### config.mk
export PLATFORM = sky130hd
export DESIGN_NAME = meter_lcd_frame_decoder
export DESIGN_NICKNAME = d
export VERILOG_FILES = /design/src/mlcd_pkg.sv /design/src/mlcd_decode.sv /design/src/meter_lcd_frame_decoder.sv
export SDC_FILE = /design/constraint.sdc
export NUM_CORES = 1
export LEC_CHECK = 0
export ABC_AREA = 1
export BUFFER_PORTS_ARGS = -buffer_cell sky130_fd_sc_hd__buf_4
export CAP_MARGIN = 5
export CORE_ASPECT_RATIO = 0.6
export CORE_UTILIZATION = 42
export CTS_BUF_LIST = sky130_fd_sc_hd__clkbuf_8
export DETAILED_ROUTE_END_ITERATION = 16
export PLACE_DENSITY_LB_ADDON = 0.2
export SLEW_MARGIN = 25
export SYNTH_ARGS = -nofsm -noshare
export SYNTH_HDL_FRONTEND = slang
export SYNTH_SLANG_ARGS = --single-unit
### constraint.sdc
create_clock -name clock -period 3.9 [get_ports clock]
set_clock_uncertainty 0.15 [all_clocks]
set_input_delay 1.17 -clock clock [delete_from_list [all_inputs] [get_ports clock]]
set_output_delay 1.17 -clock clock [all_outputs]
set_load 0.005 [all_outputs]
### src/mlcd_pkg.sv
`default_nettype none

package mlcd_pkg;

   // frame geometry
   localparam int FRAME_BYTES  = 35;
   localparam int DIGIT_COUNT  = 6;
   localparam int STORE_DEPTH  = (FRAME_BYTES - 1) / 2;
   localparam int STORE_AW     = $clog2(STORE_DEPTH);
   localparam int INDEX_W      = 6;
   localparam int SEG_ENTRIES  = 15;

   localparam logic [INDEX_W-1:0] LAST_INDEX = INDEX_W'(FRAME_BYTES - 1);

   // byte framing codes
   localparam logic [1:0] START_CODE = 2'd1;
   localparam logic [1:0] STOP_CODE  = 2'd3;

   // digit code shown for an unlit or unknown segment pattern
   localparam logic [3:0] CODE_BLANK = 4'd15;

   // seven-segment patterns, indexed by digit code
   localparam logic [6:0] SEG_TABLE [SEG_ENTRIES] = '{
      7'h7D, 7'h05, 7'h5B, 7'h1F, 7'h27,
      7'h3E, 7'h7E, 7'h15, 7'h7F, 7'h3F,
      7'h7A, 7'h68, 7'h46, 7'h42, 7'h02
   };

   typedef enum logic [2:0] {
      PREFIX_NONE  = 3'd0,
      PREFIX_NANO  = 3'd1,
      PREFIX_MICRO = 3'd2,
      PREFIX_MILLI = 3'd3,
      PREFIX_KILO  = 3'd4,
      PREFIX_MEGA  = 3'd5
   } prefix_type;

   typedef enum logic [2:0] {
      UNIT_VOLT    = 3'd0,
      UNIT_HERTZ   = 3'd1,
      UNIT_OHM     = 3'd2,
      UNIT_FARAD   = 3'd3,
      UNIT_AMP     = 3'd4,
      UNIT_DBM     = 3'd5,
      UNIT_PERCENT = 3'd6
   } unit_type;

   typedef enum logic [1:0] {
      COUPLING_NONE  = 2'd0,
      COUPLING_DC    = 2'd1,
      COUPLING_AC    = 2'd2,
      COUPLING_ACDC  = 2'd3
   } coupling_type;

   typedef enum logic [2:0] {
      MOD_NONE  = 3'd0,
      MOD_MIN   = 3'd1,
      MOD_MAX   = 3'd2,
      MOD_PP    = 3'd3,
      MOD_DELTA = 3'd4
   } modifier_type;

   typedef logic [7:0] store_type [STORE_DEPTH];

   // decoded display, handed from the decoder to the result register
   typedef struct packed {
      logic [4*DIGIT_COUNT-1:0] digit_codes;
      logic [DIGIT_COUNT-2:0]   point_flags;
      logic                     negative;
      prefix_type               prefix;
      unit_type                 unit;
      coupling_type             coupling;
      modifier_type             modifier;
   } display_type;

   // segment pattern to digit code
   function automatic logic [3:0] seg_code(input logic [6:0] seg);
      logic [3:0] code;
      code = CODE_BLANK;
      for (int i = SEG_ENTRIES - 1; i >= 0; i--) begin
         if (SEG_TABLE[i] == seg) begin
            code = 4'(i);
         end
      end
      return code;
   endfunction

endpackage

`default_nettype wire

### src/mlcd_decode.sv
`default_nettype none

module mlcd_decode
   import mlcd_pkg::*;
(
   input  store_type   store,
   output display_type display
);

   logic [7:0] sw;
   logic [3:0] sw_hi;
   logic [3:0] sw_lo;
   logic       dbm;
   logic       pct;
   logic [7:0] f1;
   logic [7:0] f2;
   logic [7:0] f15;
   logic [7:0] f16;

   assign sw    = ~store[0];
   assign sw_hi = sw[7:4];
   assign sw_lo = sw[3:0];
   assign f1    = store[1];
   assign f2    = store[2];
   assign f15   = store[15];
   assign f16   = store[16];
   assign dbm   = f1[0];
   assign pct   = f15[3];

   always_comb begin
      // digits, points and sign
      display.digit_codes = '0;
      display.point_flags = '0;
      for (int d = 0; d < DIGIT_COUNT; d++) begin
         display.digit_codes[4*(DIGIT_COUNT-1-d) +: 4] = seg_code(store[3+d][6:0]);
      end
      for (int d = 1; d < DIGIT_COUNT; d++) begin
         display.point_flags[d-1] = store[3+d][7];
      end
      display.negative = store[3][7];

      // range prefix, largest prefix wins; none in dBm or percent mode
      priority if (dbm || pct) display.prefix = PREFIX_NONE;
      else if (f1[7])          display.prefix = PREFIX_MEGA;
      else if (f1[6])          display.prefix = PREFIX_KILO;
      else if (f1[1])          display.prefix = PREFIX_MILLI;
      else if (f1[2])          display.prefix = PREFIX_MICRO;
      else if (f2[6])          display.prefix = PREFIX_NANO;
      else                     display.prefix = PREFIX_NONE;

      // unit: dBm or percent flag first, else from the switch position, top set bit of the inverted byte
      priority if (dbm)                display.unit = UNIT_DBM;
      else if (pct)                    display.unit = UNIT_PERCENT;
      else if (sw_hi[3] || sw_hi[2])   display.unit = UNIT_VOLT;
      else if (sw_hi[1])               display.unit = UNIT_HERTZ;
      else if (sw_hi[0])               display.unit = UNIT_VOLT;
      else if (sw_lo[3] || sw_lo[2])   display.unit = UNIT_AMP;
      else if (sw_lo[1])               display.unit = UNIT_FARAD;
      else if (sw_lo[0])               display.unit = UNIT_OHM;
      else                             display.unit = UNIT_VOLT;

      // coupling
      unique case ({f2[3], f2[2]})
         2'b11:   display.coupling = COUPLING_ACDC;
         2'b10:   display.coupling = COUPLING_AC;
         2'b01:   display.coupling = COUPLING_DC;
         default: display.coupling = COUPLING_NONE;
      endcase

      // modifier, priority delta, peak-peak, max, min
      priority if (f16[7]) display.modifier = MOD_DELTA;
      else if (f16[4])     display.modifier = MOD_PP;
      else if (f16[6])     display.modifier = MOD_MAX;
      else if (f15[1])     display.modifier = MOD_MIN;
      else                 display.modifier = MOD_NONE;
   end

endmodule

`default_nettype wire

### src/meter_lcd_frame_decoder.sv
// Meter LCD frame decoder.
// The req channel takes the meter's received bytes one per transfer: tdata
// carries the raw byte, tuser marks the first byte of a frame. Each frame has
// 35 bytes; a frame_start in mid-frame drops the partial frame.
// After the last byte of a frame one transfer leaves on the rsp channel:
// tuser is 1 for a decoded display, 0 for a framing failure, in which case
// tdata holds only the index of the first badly framed byte.
// Throughput: one byte per cycle while req_tready is high. The last byte
// taken completes the frame store and sets the frame complete flag; the
// decoded frame then goes into the result register, once it is free.
// When the receiver stalls the result holds in the result register; bytes
// are still taken until a second finished frame would need that register,
// which cannot happen within one frame time, so req stalls only when a
// result is held longer than that.
// Reset (synchronous, active high) clears the byte count, error tracking
// and both valid flags; the frame store needs no clearing since every entry
// is rewritten in each frame before it is decoded.
`default_nettype none

module meter_lcd_frame_decoder
   import mlcd_pkg::*;
(
   input  wire logic        clock,
   input  wire logic        reset,
   input  wire logic        req_tvalid,
   output logic             req_tready,
   input  wire logic [7:0]  req_tdata,   // [7:0] raw_byte
   input  wire logic [0:0]  req_tuser,   // [0] frame_start
   output logic             rsp_tvalid,
   input  wire logic        rsp_tready,
   output logic [47:0]      rsp_tdata,   // [5:0] bad_byte_index, [29:6] digit_codes,
                                         // [34:30] point_flags, [35] negative,
                                         // [38:36] prefix, [41:39] unit,
                                         // [43:42] coupling, [46:44] modifier, [47] zero
   output logic [0:0]       rsp_tuser    // [0] frame_ok
);

   logic [INDEX_W-1:0] count_ff, count_in;
   logic               error_ff, error_in;
   logic [INDEX_W-1:0] first_bad_ff, first_bad_in;
   logic [3:0]         pending_ff, pending_in;
   store_type          store_ff;
   logic               done_ff, done_in;
   logic               fail_ff, fail_in;
   logic [INDEX_W-1:0] bad_ff, bad_in;
   logic               rsp_valid_ff, rsp_valid_in;
   logic               rsp_ok_ff;
   logic [INDEX_W-1:0] rsp_bad_ff;
   display_type        rsp_disp_ff;

   logic               req_fire;
   logic               out_load;
   logic [INDEX_W-1:0] idx;
   logic               is_first;
   logic               is_last;
   logic               good;
   logic [3:0]         nib;
   logic               err_prior;
   logic [INDEX_W-1:0] bad_prior;
   logic               store_we;
   logic [STORE_AW-1:0] store_addr;
   display_type        display;

   assign out_load   = !rsp_valid_ff || rsp_tready;
   assign req_tready = !done_ff || out_load;
   assign req_fire   = req_tvalid && req_tready;

   // byte position and framing check
   assign idx        = req_tuser[0] ? '0 : count_ff;
   assign is_first   = (idx == '0);
   assign is_last    = (idx == LAST_INDEX);
   assign good       = (req_tdata[1:0] == START_CODE) && (req_tdata[7:6] == STOP_CODE);
   assign nib        = req_tdata[5:2];
   assign err_prior  = is_first ? 1'b0 : error_ff;
   assign bad_prior  = is_first ? '0 : first_bad_ff;
   assign store_we   = req_fire && !is_first && !idx[0];
   assign store_addr = idx[STORE_AW:1] - STORE_AW'(1);

   // next state of the byte stage
   always_comb begin
      count_in     = count_ff;
      error_in     = error_ff;
      first_bad_in = first_bad_ff;
      pending_in   = pending_ff;
      if (req_fire) begin
         count_in     = is_last ? '0 : idx + INDEX_W'(1);
         error_in     = err_prior;
         first_bad_in = bad_prior;
         if (!good && !err_prior) begin
            error_in     = 1'b1;
            first_bad_in = idx;
         end
         if (idx[0]) begin
            pending_in = nib;
         end
      end
   end

   // frame complete flag, held until the result register takes it
   always_comb begin
      done_in = done_ff;
      fail_in = fail_ff;
      bad_in  = bad_ff;
      if (req_fire && is_last) begin
         done_in = 1'b1;
         fail_in = error_in;
         bad_in  = first_bad_in;
      end else if (out_load) begin
         done_in = 1'b0;
      end
   end

   always_comb begin
      rsp_valid_in = rsp_valid_ff;
      if (done_ff && out_load) begin
         rsp_valid_in = 1'b1;
      end else if (rsp_tready) begin
         rsp_valid_in = 1'b0;
      end
   end

   // control registers
   always_ff @(posedge clock) begin
      if (reset) begin
         count_ff     <= '0;
         error_ff     <= 1'b0;
         first_bad_ff <= '0;
         pending_ff   <= '0;
         done_ff      <= 1'b0;
         rsp_valid_ff <= 1'b0;
      end else begin
         count_ff     <= count_in;
         error_ff     <= error_in;
         first_bad_ff <= first_bad_in;
         pending_ff   <= pending_in;
         done_ff      <= done_in;
         rsp_valid_ff <= rsp_valid_in;
      end
   end

   // payload registers
   always_ff @(posedge clock) begin
      fail_ff <= fail_in;
      bad_ff  <= bad_in;
      if (store_we) begin
         store_ff[store_addr] <= {pending_ff, nib};
      end
      if (done_ff && out_load) begin
         rsp_ok_ff  <= !fail_ff;
         rsp_bad_ff <= fail_ff ? bad_ff : '0;
         rsp_disp_ff <= fail_ff ? '0 : display;
      end
   end

   mlcd_decode u_decode (
      .store   (store_ff),
      .display (display)
   );

   // result packing
   assign rsp_tvalid = rsp_valid_ff;
   assign rsp_tuser  = rsp_ok_ff;
   assign rsp_tdata  = {1'b0,
                        rsp_disp_ff.modifier,
                        rsp_disp_ff.coupling,
                        rsp_disp_ff.unit,
                        rsp_disp_ff.prefix,
                        rsp_disp_ff.negative,
                        rsp_disp_ff.point_flags,
                        rsp_disp_ff.digit_codes,
                        rsp_bad_ff};

endmodule

`default_nettype wire

==> qor.yml, run 1 <==
status:
  status: "finished clean"
route:
  firstDrtPassIters: 5
  drc: 0
  vias_per_cell: 5.14
  vias: 5188
  avgRoutedWirePerCell_microns: 14.4
  first_iter_violations: 600
  postRouteAntennaNets: 0
  drt_wl_total_mm: 14.5
min_path:
  hold_path_class: "register to register"
critical_path:
  crit_top_cell: "inv_1"
  start_kind: "input port"
  arrival_ns: 2.98
  path_cells: "buf_4 > nor2_2 > inv_1 > ha_1 > nand3_4 > nand2_2 > inv_1 > nand3_1 > nor2_1"
  criticalPathCategory: "input port to register"
  cp_max_fo: 9
  critPathRequiredTime_ns: 3.79
  slowest_stage: "nor2_1"
  setup.worst_path.end_class: "register"
  path_delay_family: "simple AND/OR/NAND/NOR gates"
  max_stage_delay_ns: 0.52
  cp_num_buf_inv: 3
run:
  drv_cap: 0
clock_network:
  post_cts_buffers: 0
  cts_resized: 0
  clk_latency_ns: 0.42
  h-tree-depth: 4
  clk_path_buf_depth: 2
  numCtsBuffers: 17
  hold_buffers: 0
  cts_tree: "done"
  cts_root_buffer: "clkbuf_8"
  clock-sinks: 143
  cts.clk_slew.worst_paths_ns: 0.08
place:
  gp_routability_congestion: 1.01
  placedCellCount: 977
  hpwlAfterDp_mm: 10.2
  io_buffer_count: 62
  placed_area_sq_mm: 0.00740
logic_synthesis:
  synthAdderAreaFrac: 0.00565
  synth-main-ff-cell: "edfxtp_1"
  synth_area_sq_mm: 0.00664
  synth_top_cell_by_area: "edfxtp_1"
  synth_top_cell_area_share: 0.561
  synthArstFlopShare: 0
  syn_nets: 725
  synth_area_leaders: "edfxtp_1 (56%), nand2_1 (8.0%), nor2_1 (6.7%)"
  synth_compound_area_frac: 0.0501
  synth_edf_count: 124
  synth_top_family_by_area: "simple AND/OR/NAND/NOR gates"
  synthCells: 709
  ys_warn_count: 0
  syn_avg_cell_area_sq_um: 9.37
  synth_seq_cells: 143
  synth-simple-area-share: 0.261
  ys_seq_area_frac: 0.618
  synth-xor-area-share: 0.00132
  synth_mux_area_frac: 0
  ys_types: 38
die:
  initial_utilization: 0.431
  die-area_sq_mm: 0.0163
  die_x_microns: 164
  ios: 64
  die_h_microns: 99.4
  rows: 35
  core_area_sq_mm: 0.0154
power_and_ir_drop:
  power.total_mw: 2.87
  p_leak_nw: 3.26
  irDropWorstVdd_v: 0.000206
  power.density_mw_per_mm2: 369
layout:
  fillers: 1416
  layout.nets: 809
  n_antenna_cell: 0
  stdcell_count: 1009
  drive_gt1_frac: 0.145
  final_area_sq_mm: 0.00779
  synthToLayoutAreaGrowth_pct: 17.4
global_routing:
  grt_util_all_layers: 0.193
  grt_antenna_before_repair: 0
  overflow: 0
  first_global_vias: 4868
  grt_pass1_wl_mm: 24.2
  grt_max_degree: 49
timing:
  slew-limit-headroom: 0.549
  worst_pin_slew_ns: 0.676
  post-route-min-period_ns: 3.09
  post-route-period-util: 0.792
  whs_ns: 0.317
  rsz0062_at_grt: "no"
  hold_viol_final: 0
  fmax_mhz: 324
  tns_ns: 0
  maxSlewViolCount: 0
  setup_viol: 0
==> flip-flops by register name (all words and copies together), names as in the netlist, 4 cells and up <==
| signal | cells |
|---|---|
| rsp_tdata | 41 |
| rsp_bad_ff | 6 |
| store_ff | 69 |
| first_bad_ff | 6 |
| bad_ff | 6 |
| count_ff | 6 |
| pending_ff | 4 |
==> through the flow <==
stage | setup slack [ns] | util
2_1_floorplan | 0.681 | -
3_3_place_gp | 0.525 | 0.480
3_5_place_dp | 0.420 | 0.480
4_1_cts | 0.821 | 0.506
5_1_grt | 0.612 | 0.506
6_report | 0.812 | 0.506
==> worst min-delay path, delay by kind of cell, from the launching register on <==
| kind | cells | cell delay [ns] |
|---|---|---|
| simple gates | 1 | 0.06 |
| flops | 1 | 0.32 |
| compound gates | 1 | 0.05 |
==> logic make-up after synthesis <==
logic type      after synthesis
compound gates               60
xor+xnor                      1
fa+ha+maj                     3
buf+inv                     109
flops                       143
other cells                   1
simple gates                392
==> cells in the final DEF, fill, tap and decap left out, drive strengths merged <==
cell / n
a31oi: 3
xnor2: 1
clkbuf: 17
a21boi: 1
nor3: 24
a22oi: 3
nand3: 67
dfxtp: 19
nor2b: 1
buf: 71
nor4: 2
o22ai: 3
or3: 4
ha: 3
nand2: 147
bufinv: 3
nor2: 124
nor3b: 4
a21oi: 39
nand3b: 3
nand4: 16
edfxtp: 124
clkinvlp: 4
o21ai: 9
conb: 1
inv: 104
clkinv: 7
o2bb2ai: 2
==> metal layers <==
metal | wire length (microns) | global-route usage
met5 | 0 | 0
met4 | 143 | 0.0527
met3 | 967 | 0.0384
met2 | 6280 | 0.291
met1 | 7110 | 0.282
==> Yosys cell counts, drive strengths merged, types with 9 or more instances <==
| cell | count |
|---|---|
| nand4 | 16 |
| o21ai | 9 |
| nand3 | 67 |
| inv | 101 |
| nor2 | 124 |
| nor3 | 24 |
| dfxtp | 19 |
| nand2 | 147 |
| edfxtp | 124 |
| a21oi | 39 |
==> power by group <==
part | total (mW) | leakage (nW) | switching [mW] | internal, mW
clock network | 1.16 | 0.201 | 0.545 | 0.619
logic | 0.0538 | 1.76 | 0.0365 | 0.0173
registers | 1.65 | 1.30 | 0.00588 | 1.65
total | 2.87 | 3.26 | 0.587 | 2.28
==> layout make-up <==
| class | count | area [sq um] | share of cell area |
|---|---|---|---|
| multi-input cells | 457 | 2130 | 0.273 |
| clock buffers | 17 | 234 | 0.0300 |
| clock inverters | 15 | 156 | 0.0201 |
| flip-flops and latches | 143 | 4100 | 0.527 |
| repair buffers | 71 | 533 | 0.0684 |
| inverters | 103 | 387 | 0.0496 |
| well taps | 203 | 254 | 0.0326 |
==> path summary, 6_finish.rpt <==
check / startpoint / end / slack (ns) / cells after the start
worst max-delay path: req_tuser / store_ff[88]$_DFFE_PP_ / 0.81 / 9
worst min-delay path: count_ff[0]$_SDFFE_PP0P_ / count_ff[0]$_SDFFE_PP0P_ / 0.32 / 2
worst min register to register: count_ff[0]$_SDFFE_PP0P_ / count_ff[0]$_SDFFE_PP0P_ / 0.32 / 2
worst max register to register: count_ff[0]$_SDFFE_PP0P_ / store_ff[88]$_DFFE_PP_ / 1.34 / 9
(Power assumes the default switching activity.)
==> run 2: changes to the inputs <==
==> constraint.sdc (replaced) <==
create_clock -name clock -period 2.5 [get_ports clock]
set_clock_uncertainty 0.15 [all_clocks]
set_input_delay 0.75 -clock clock [delete_from_list [all_inputs] [get_ports clock]]
set_output_delay 0.75 -clock clock [all_outputs]
set_load 0.005 [all_outputs]
==> run 2 against run 1 <==
Compared with the run above:
- non-clock buffer count rose by 10
- via count rose by 1.6%
- final cell count rose by 0.99%
- critical path depth rose by 1
- register-to-register slack got worse by 0.97 ns
- critical endpoint is now store_ff[67]$_DFFE_PP_
- flip-flop and latch count did not move
- sequential share of layout area fell by 0.84 points
- core utilization rose by 0.82 points
- hold slack improved by 0.011 ns
==> qor.yml, run 2 (synthesis results as in run 1) <==
clock_network:
  clk_path_buf_depth: 2  # unchanged
  h-tree-depth: 4  # unchanged
  numCtsBuffers: 17  # unchanged
  cts.clk_slew.worst_paths_ns: 0.09  # about the same
  cts_root_buffer: "clkbuf_8"
  hold_buffers: 0  # unchanged
  clock-sinks: 143  # unchanged
  cts_tree: "done"
  post_cts_buffers: 0  # unchanged
  clk_latency_ns: 0.44  # +0.02 ns
  cts_resized: 0  # unchanged
die:
  core_area_sq_mm: 0.0154  # unchanged
  die_h_microns: 99.4  # unchanged
  initial_utilization: 0.431  # unchanged
  ios: 64  # unchanged
  rows: 35  # unchanged
  die-area_sq_mm: 0.0163  # unchanged
  die_x_microns: 164  # unchanged
min_path:
  hold_path_class: "register to register"
critical_path:
  slowest_stage: "dfxtp_1"
  crit_top_cell: "inv_1"
  start_kind: "register"
  max_stage_delay_ns: 0.40  # -0.12 ns
  cp_max_fo: 8  # -1
  arrival_ns: 2.13  # -0.85 ns
  path_delay_family: "buffers and inverters"
  setup.worst_path.end_class: "register"
  criticalPathCategory: "register to register"
  critPathRequiredTime_ns: 2.50  # -1.29 ns
  path_cells: "inv_1 > nor2_4 > inv_1 > ha_1 > nand3_4 > nand2_2 > inv_1 > nand3_1 > a21oi_2 > buf_4"
  cp_num_buf_inv: 4  # +1
timing:
  whs_ns: 0.328  # +0.0106 ns
  setup_viol: 0  # unchanged
  rsz0062_at_grt: "no"
  post-route-period-util: 0.852
  worst_pin_slew_ns: 0.572  # -0.105 ns
  worst_slack_ns: 0.369  # -0.442 ns
  hold_viol_final: 0  # unchanged
  post-route-min-period_ns: 2.13
  maxSlewViolCount: 0  # unchanged
  tns_ns: 0  # unchanged
  fmax_mhz: 469
  slew-limit-headroom: 0.618  # +0.0693
power_and_ir_drop:
  irDropWorstVdd_v: 0.000385  # +87%
  power.density_mw_per_mm2: 575  # +56%
  swShare: 0.227  # +0.0224
  intPower_mw: 3.52  # +54%
  power.share.sequential: 0.567  # -0.009
  p_clk_frac: 0.414  # +0.009
  p_leak_nw: 3.31  # +1.3%
  p_sw_mw: 1.03  # +76%
  pwr-share-comb: 0.019  # about the same
  power.total_mw: 4.55  # +59%
global_routing:
  first_global_vias: 4925  # +1.2%
  grt.met1_usage: 0.286  # +0.00414
  grt_util_all_layers: 0.196  # +0.00323
  grt_pass1_wl_mm: 24.4  # +1.1%
  grt_use_met2: 0.292  # +0.000974
  grt_busiest_layer: "met2"
  grt_antenna_before_repair: 0  # unchanged
  overflow: 0  # unchanged
  grt_max_degree: 32  # -35%
  met3_usage: 0.0400  # +0.00167
run:
  drv_cap: 0  # unchanged
place:
  place_ws_ns: -0.0134  # -0.433 ns
  io_buffer_count: 62  # unchanged
  gp_routability_congestion: 1.02  # +0.87%
  hpwlAfterDp_mm: 10.6  # +4.1%
layout:
  seqCellArea_sq_mm: 0.00410  # unchanged
  largest_reg_flops: 69  # unchanged
  multi_input_area_sq_mm: 0.00213  # +0.41%
  regMostFlops: "store_ff"
  n_antenna_cell: 0  # unchanged
  fin_util: 0.514  # +0.00820
  drive_gt1_frac: 0.163  # +0.0178
  final_common_cell: "nand2_1"
  synthToLayoutAreaGrowth_pct: 19.3
  layout_common_cells: "nand2_1 (142), edfxtp_1 (124), nor2_1 (117)"
  layout.nets: 819  # +1.2%
  fillers: 1374  # -3.0%
route:
  drc: 0  # unchanged
  firstDrtPassIters: 6  # +1
  drt_wl_total_mm: 14.8  # +2.0%
  first_iter_violations: 498  # -17%
  vias_per_cell: 5.17  # +0.62%
  avgRoutedWirePerCell_microns: 14.5  # +0.98%
  vias: 5272  # +1.6%
  postRouteAntennaNets: 0  # unchanged
status:
  status: "finished clean"
==> run 2: layout make-up <==
type / instances / share of cell area
clock buffers: 17 / 0.0295
clock inverters: 15 / 0.0220
inverters: 103 / 0.0488
multi-input cells: 457 / 0.270
flip-flops and latches: 143 / 0.518
well taps: 203 / 0.0321
repair buffers: 81 / 0.0799
==> run 2: path summary, 6_finish.rpt <==
check                             startpoint  depth (start not counted)                    endpoint  slack, ns
hold reg to reg   first_bad_ff[4]$_SDFF_PP0_                          2  first_bad_ff[4]$_SDFF_PP0_       0.33
hold / removal    first_bad_ff[4]$_SDFF_PP0_                          2  first_bad_ff[4]$_SDFF_PP0_       0.33
setup / recovery    count_ff[1]$_SDFFE_PP0P_                         10      store_ff[67]$_DFFE_PP_       0.37
setup reg to reg    count_ff[1]$_SDFFE_PP0P_                         10      store_ff[67]$_DFFE_PP_       0.37
==> run 2: metal layers <==
layer / part of all wire / vias up
li1: - / 2582
met2: 0.43 / 239
met5: 0 / -
met1: 0.49 / 2427
met3: 0.070 / 24
met4: 0.015 / 0
==> run 2: tightest hold or removal path, cell delays in order, from the launching register on <==
cell and delay, ns:
dfxtp_1 0.30, nand2_1 0.07, a21oi_1 0.06
==> run 2: through the flow <==
stage / instance area [sq um] / cells
after floorplan: 6660 / 709
after global placement: 7510 / 987
after detailed placement: 7510 / 987
after CTS: 7920 / 1019
after global routing: 7920 / 1019
final: 7920 / 1019
==> run 2: power by group through the flow <==
stage               sequential, mW  clock [mW]  combinational, mW
detailed placement            2.63           0             0.0865
finish                        2.58        1.89             0.0875
floorplan                     2.63           0             0.0445
CTS                           2.58        1.94             0.0871
global placement              2.63           0             0.0861
global route                  2.58        2.01             0.0954
==> run 3: changes to the inputs <==
--- a/config.mk
+++ b/config.mk
@@ -8,8 +8,10 @@
 export ABC_AREA = 1
 export BUFFER_PORTS_ARGS = -buffer_cell sky130_fd_sc_hd__buf_4
 export CAP_MARGIN = 5
+export CELL_PAD_IN_SITES_DETAIL_PLACEMENT = 0
+export CELL_PAD_IN_SITES_GLOBAL_PLACEMENT = 2
 export CORE_ASPECT_RATIO = 0.6
-export CORE_UTILIZATION = 42
+export CORE_UTILIZATION = 35
 export CTS_BUF_LIST = sky130_fd_sc_hd__clkbuf_8
 export DETAILED_ROUTE_END_ITERATION = 16
 export PLACE_DENSITY_LB_ADDON = 0.2
==> run 3 against run 2 <==
Compared with the run above:
- final cell count up 3.6%
- register-to-register slack better by 0.02 ns
- highest routed layer unchanged
- die area up 20%
- global-route usage down 2.6 points
- the flow now finishes with violations (design-rule violations)
- via count down 2.3%
- sequential share of layout area down 0.49 points
- largest cell class unchanged
- non-clock buffer count unchanged
- flip-flop and latch count unchanged
- power up 5.9%
- combinational power up 1%
- worst setup slack worse by 0.0038 ns
==> qor.yml, run 3 (synthesis results as in run 1) <==
status:
  status: "complete, but fails checks"
  violations: "design-rule violations"
power_and_ir_drop:
  p_leak_nw: 3.34  # +1.1%
  irDropWorstVdd_v: 0.000298  # -23%
  power.density_mw_per_mm2: 603  # +4.8%
layout:
  regMostFlops: "store_ff"
  stdcell_count: 1056  # +3.6%
  synthToLayoutAreaGrowth_pct: 20.4
  layout.nets: 819  # unchanged
  n_antenna_cell: 0  # unchanged
  drive_gt1_frac: 0.163  # unchanged
  layout_common_cells: "nand2_1 (142), edfxtp_1 (124), nor2_1 (117)"
  largest_reg_flops: 69  # unchanged
  fillers: 1746  # +27%
  final_common_cell: "nand2_1"
global_routing:
  grt_max_degree: 28  # -13%
  grt_antenna_before_repair: 0  # unchanged
  first_global_vias: 4779  # -3.0%
  overflow: 0  # unchanged
  grt_util_all_layers: 0.170  # -0.0261
  grt_pass1_wl_mm: 25.1  # +2.6%
run:
  drv_cap: 0  # unchanged
route:
  drt_wl_total_mm: 15.6  # +5.4%
  postRouteAntennaNets: 0  # unchanged
  drc: 5  # +5
  firstDrtPassIters: 11  # +5
  first_iter_violations: 426  # -14%
  vias_per_cell: 4.88  # -5.7%
  vias: 5152  # -2.3%
  avgRoutedWirePerCell_microns: 14.8  # +1.7%
critical_path:
  criticalPathCategory: "input port to output port"
  r2r_cells: 9  # -1
  r2r_slack_ns: 0.39  # +0.02 ns
  start_kind: "input port"
  arrival_ns: 1.23  # -0.90 ns
  r2r_end: "store_ff[76]$_DFFE_PP_"
  critPathRequiredTime_ns: 1.60  # -0.90 ns
  r2r-start: "count_ff[1]$_SDFFE_PP0P_"
  setup.worst_path.end_class: "output port"
  cp_max_fo: 3  # -5
timing:
  setup_viol: 0  # unchanged
  fmax_mhz: 468  # -0.18%
  post-route-min-period_ns: 2.13  # +0.00382 ns
  maxSlewViolCount: 0  # unchanged
  slew-limit-headroom: 0.631  # +0.0125
  rsz0062_at_grt: "no"
  worst_pin_slew_ns: 0.553  # -0.0187 ns
  post-route-period-util: 0.854  # +0.00153
  hold_viol_final: 0  # unchanged
  worst_slack_ns: 0.365  # -0.00383 ns
min_path:
  hold_path_class: "register to register"
  hold_depth: 2  # unchanged
  hp-start: "count_ff[0]$_SDFFE_PP0P_"
  worstHoldEndpoint: "count_ff[0]$_SDFFE_PP0P_"
clock_network:
  h-tree-depth: 4  # unchanged
  cts.clk_slew.worst_paths_ns: 0.09  # about the same
  cts_tree: "done"
  hold_buffers: 0  # unchanged
  cts_resized: 0  # unchanged
  clk_path_buf_depth: 2  # unchanged
  clk_latency_ns: 0.45  # about the same
  post_cts_buffers: 0  # unchanged
  cts_root_buffer: "clkbuf_8"
  numCtsBuffers: 17  # unchanged
  clock-sinks: 143  # unchanged
place:
  placedCellCount: 1024  # +3.7%
  io_buffer_count: 62  # unchanged
  gp_routability_congestion: 0.867  # -15%
  hpwlAfterDp_mm: 11.6  # +8.6%
  place_ws_ns: 0.0115  # +0.0249 ns
die:
  ios: 64  # unchanged
  core_area_sq_mm: 0.0183  # +19%
  initial_utilization: 0.363  # -0.0680
  rows: 38  # +8.6%
  die-area_sq_mm: 0.0195  # +20%
  die_h_microns: 109  # +9.4%
  die_x_microns: 180  # +9.4%
[run 3: changes by cell type in the layout (fill, tap and decap cells not counted)]
cell and change:
buf_4 +2, clkbuf_8 +1, buf_12 -2, clkinvlp_4 -4
inv_8 +1, bufinv_16 +2
[run 3: layer usage]
| layer | vias up | routed length [microns] | global-route usage |
|---|---|---|---|
| met5 | - | 0 | 0 |
| met4 | 0 | 189 | 0.0548 |
| met3 | 17 | 939 | 0.0471 |
| met2 | 153 | 6310 | 0.242 |
| met1 | 2404 | 8160 | 0.248 |
| li1 | 2578 | - | - |
[run 3: report_power, final]
group	leakage (nW)	internal [mW]	switching [mW]
registers	1.30	2.57	0.00933
clock network	0.235	1.16	0.996
logic	1.81	0.0310	0.0575
total	3.34	3.76	1.06
[run 3: worst max-delay path by stage]
stage                                          to                startpoint  slack (ns)  depth (start not counted)
after global routing       store_ff[77]$_DFFE_PP_  count_ff[1]$_SDFFE_PP0P_        0.21                          9
after floorplan           store_ff[100]$_DFFE_PP_                 req_tuser       -0.20                          6
after detailed placement   store_ff[76]$_DFFE_PP_                 req_tuser        0.01                         11
after global placement     store_ff[77]$_DFFE_PP_                 req_tuser       -0.01                         11
final                                  req_tready                rsp_tready        0.37                          4
after CTS                              req_tready                rsp_tready        0.36                          4
[run 3: area by class of cell]
cell class              instances  area, sq um  share of cell area
well taps                     240          300              0.0376
repair buffers                 81          608              0.0760
multi-input cells             457         2130               0.267
clock inverters                14          215              0.0269
inverters                     103          387              0.0483
flip-flops and latches        143         4100               0.513
clock buffers                  18          248              0.0310
[run 3: worst max-delay path, cell delays in order]
cell	delay, ns
buf_4	0.11
inv_1	0.12
nand3_2	0.10
buf_4	0.15
[run 3: through the flow]
step | area (sq um) | hold slack [ns] | setup TNS, ns | total power, mW | util
2_1_floorplan | 6660 | 0.294 | -6.09 | 2.68 | -
3_3_place_gp | 7530 | 0.308 | -0.106 | 2.72 | 0.412
3_5_place_dp | 7530 | 0.316 | 0 | 2.72 | 0.412
4_1_cts | 8000 | 0.328 | 0 | 4.88 | 0.437
5_1_grt | 8000 | 0.358 | 0 | 4.99 | 0.437
6_report | 8000 | 0.325 | 0 | 4.82 | 0.437
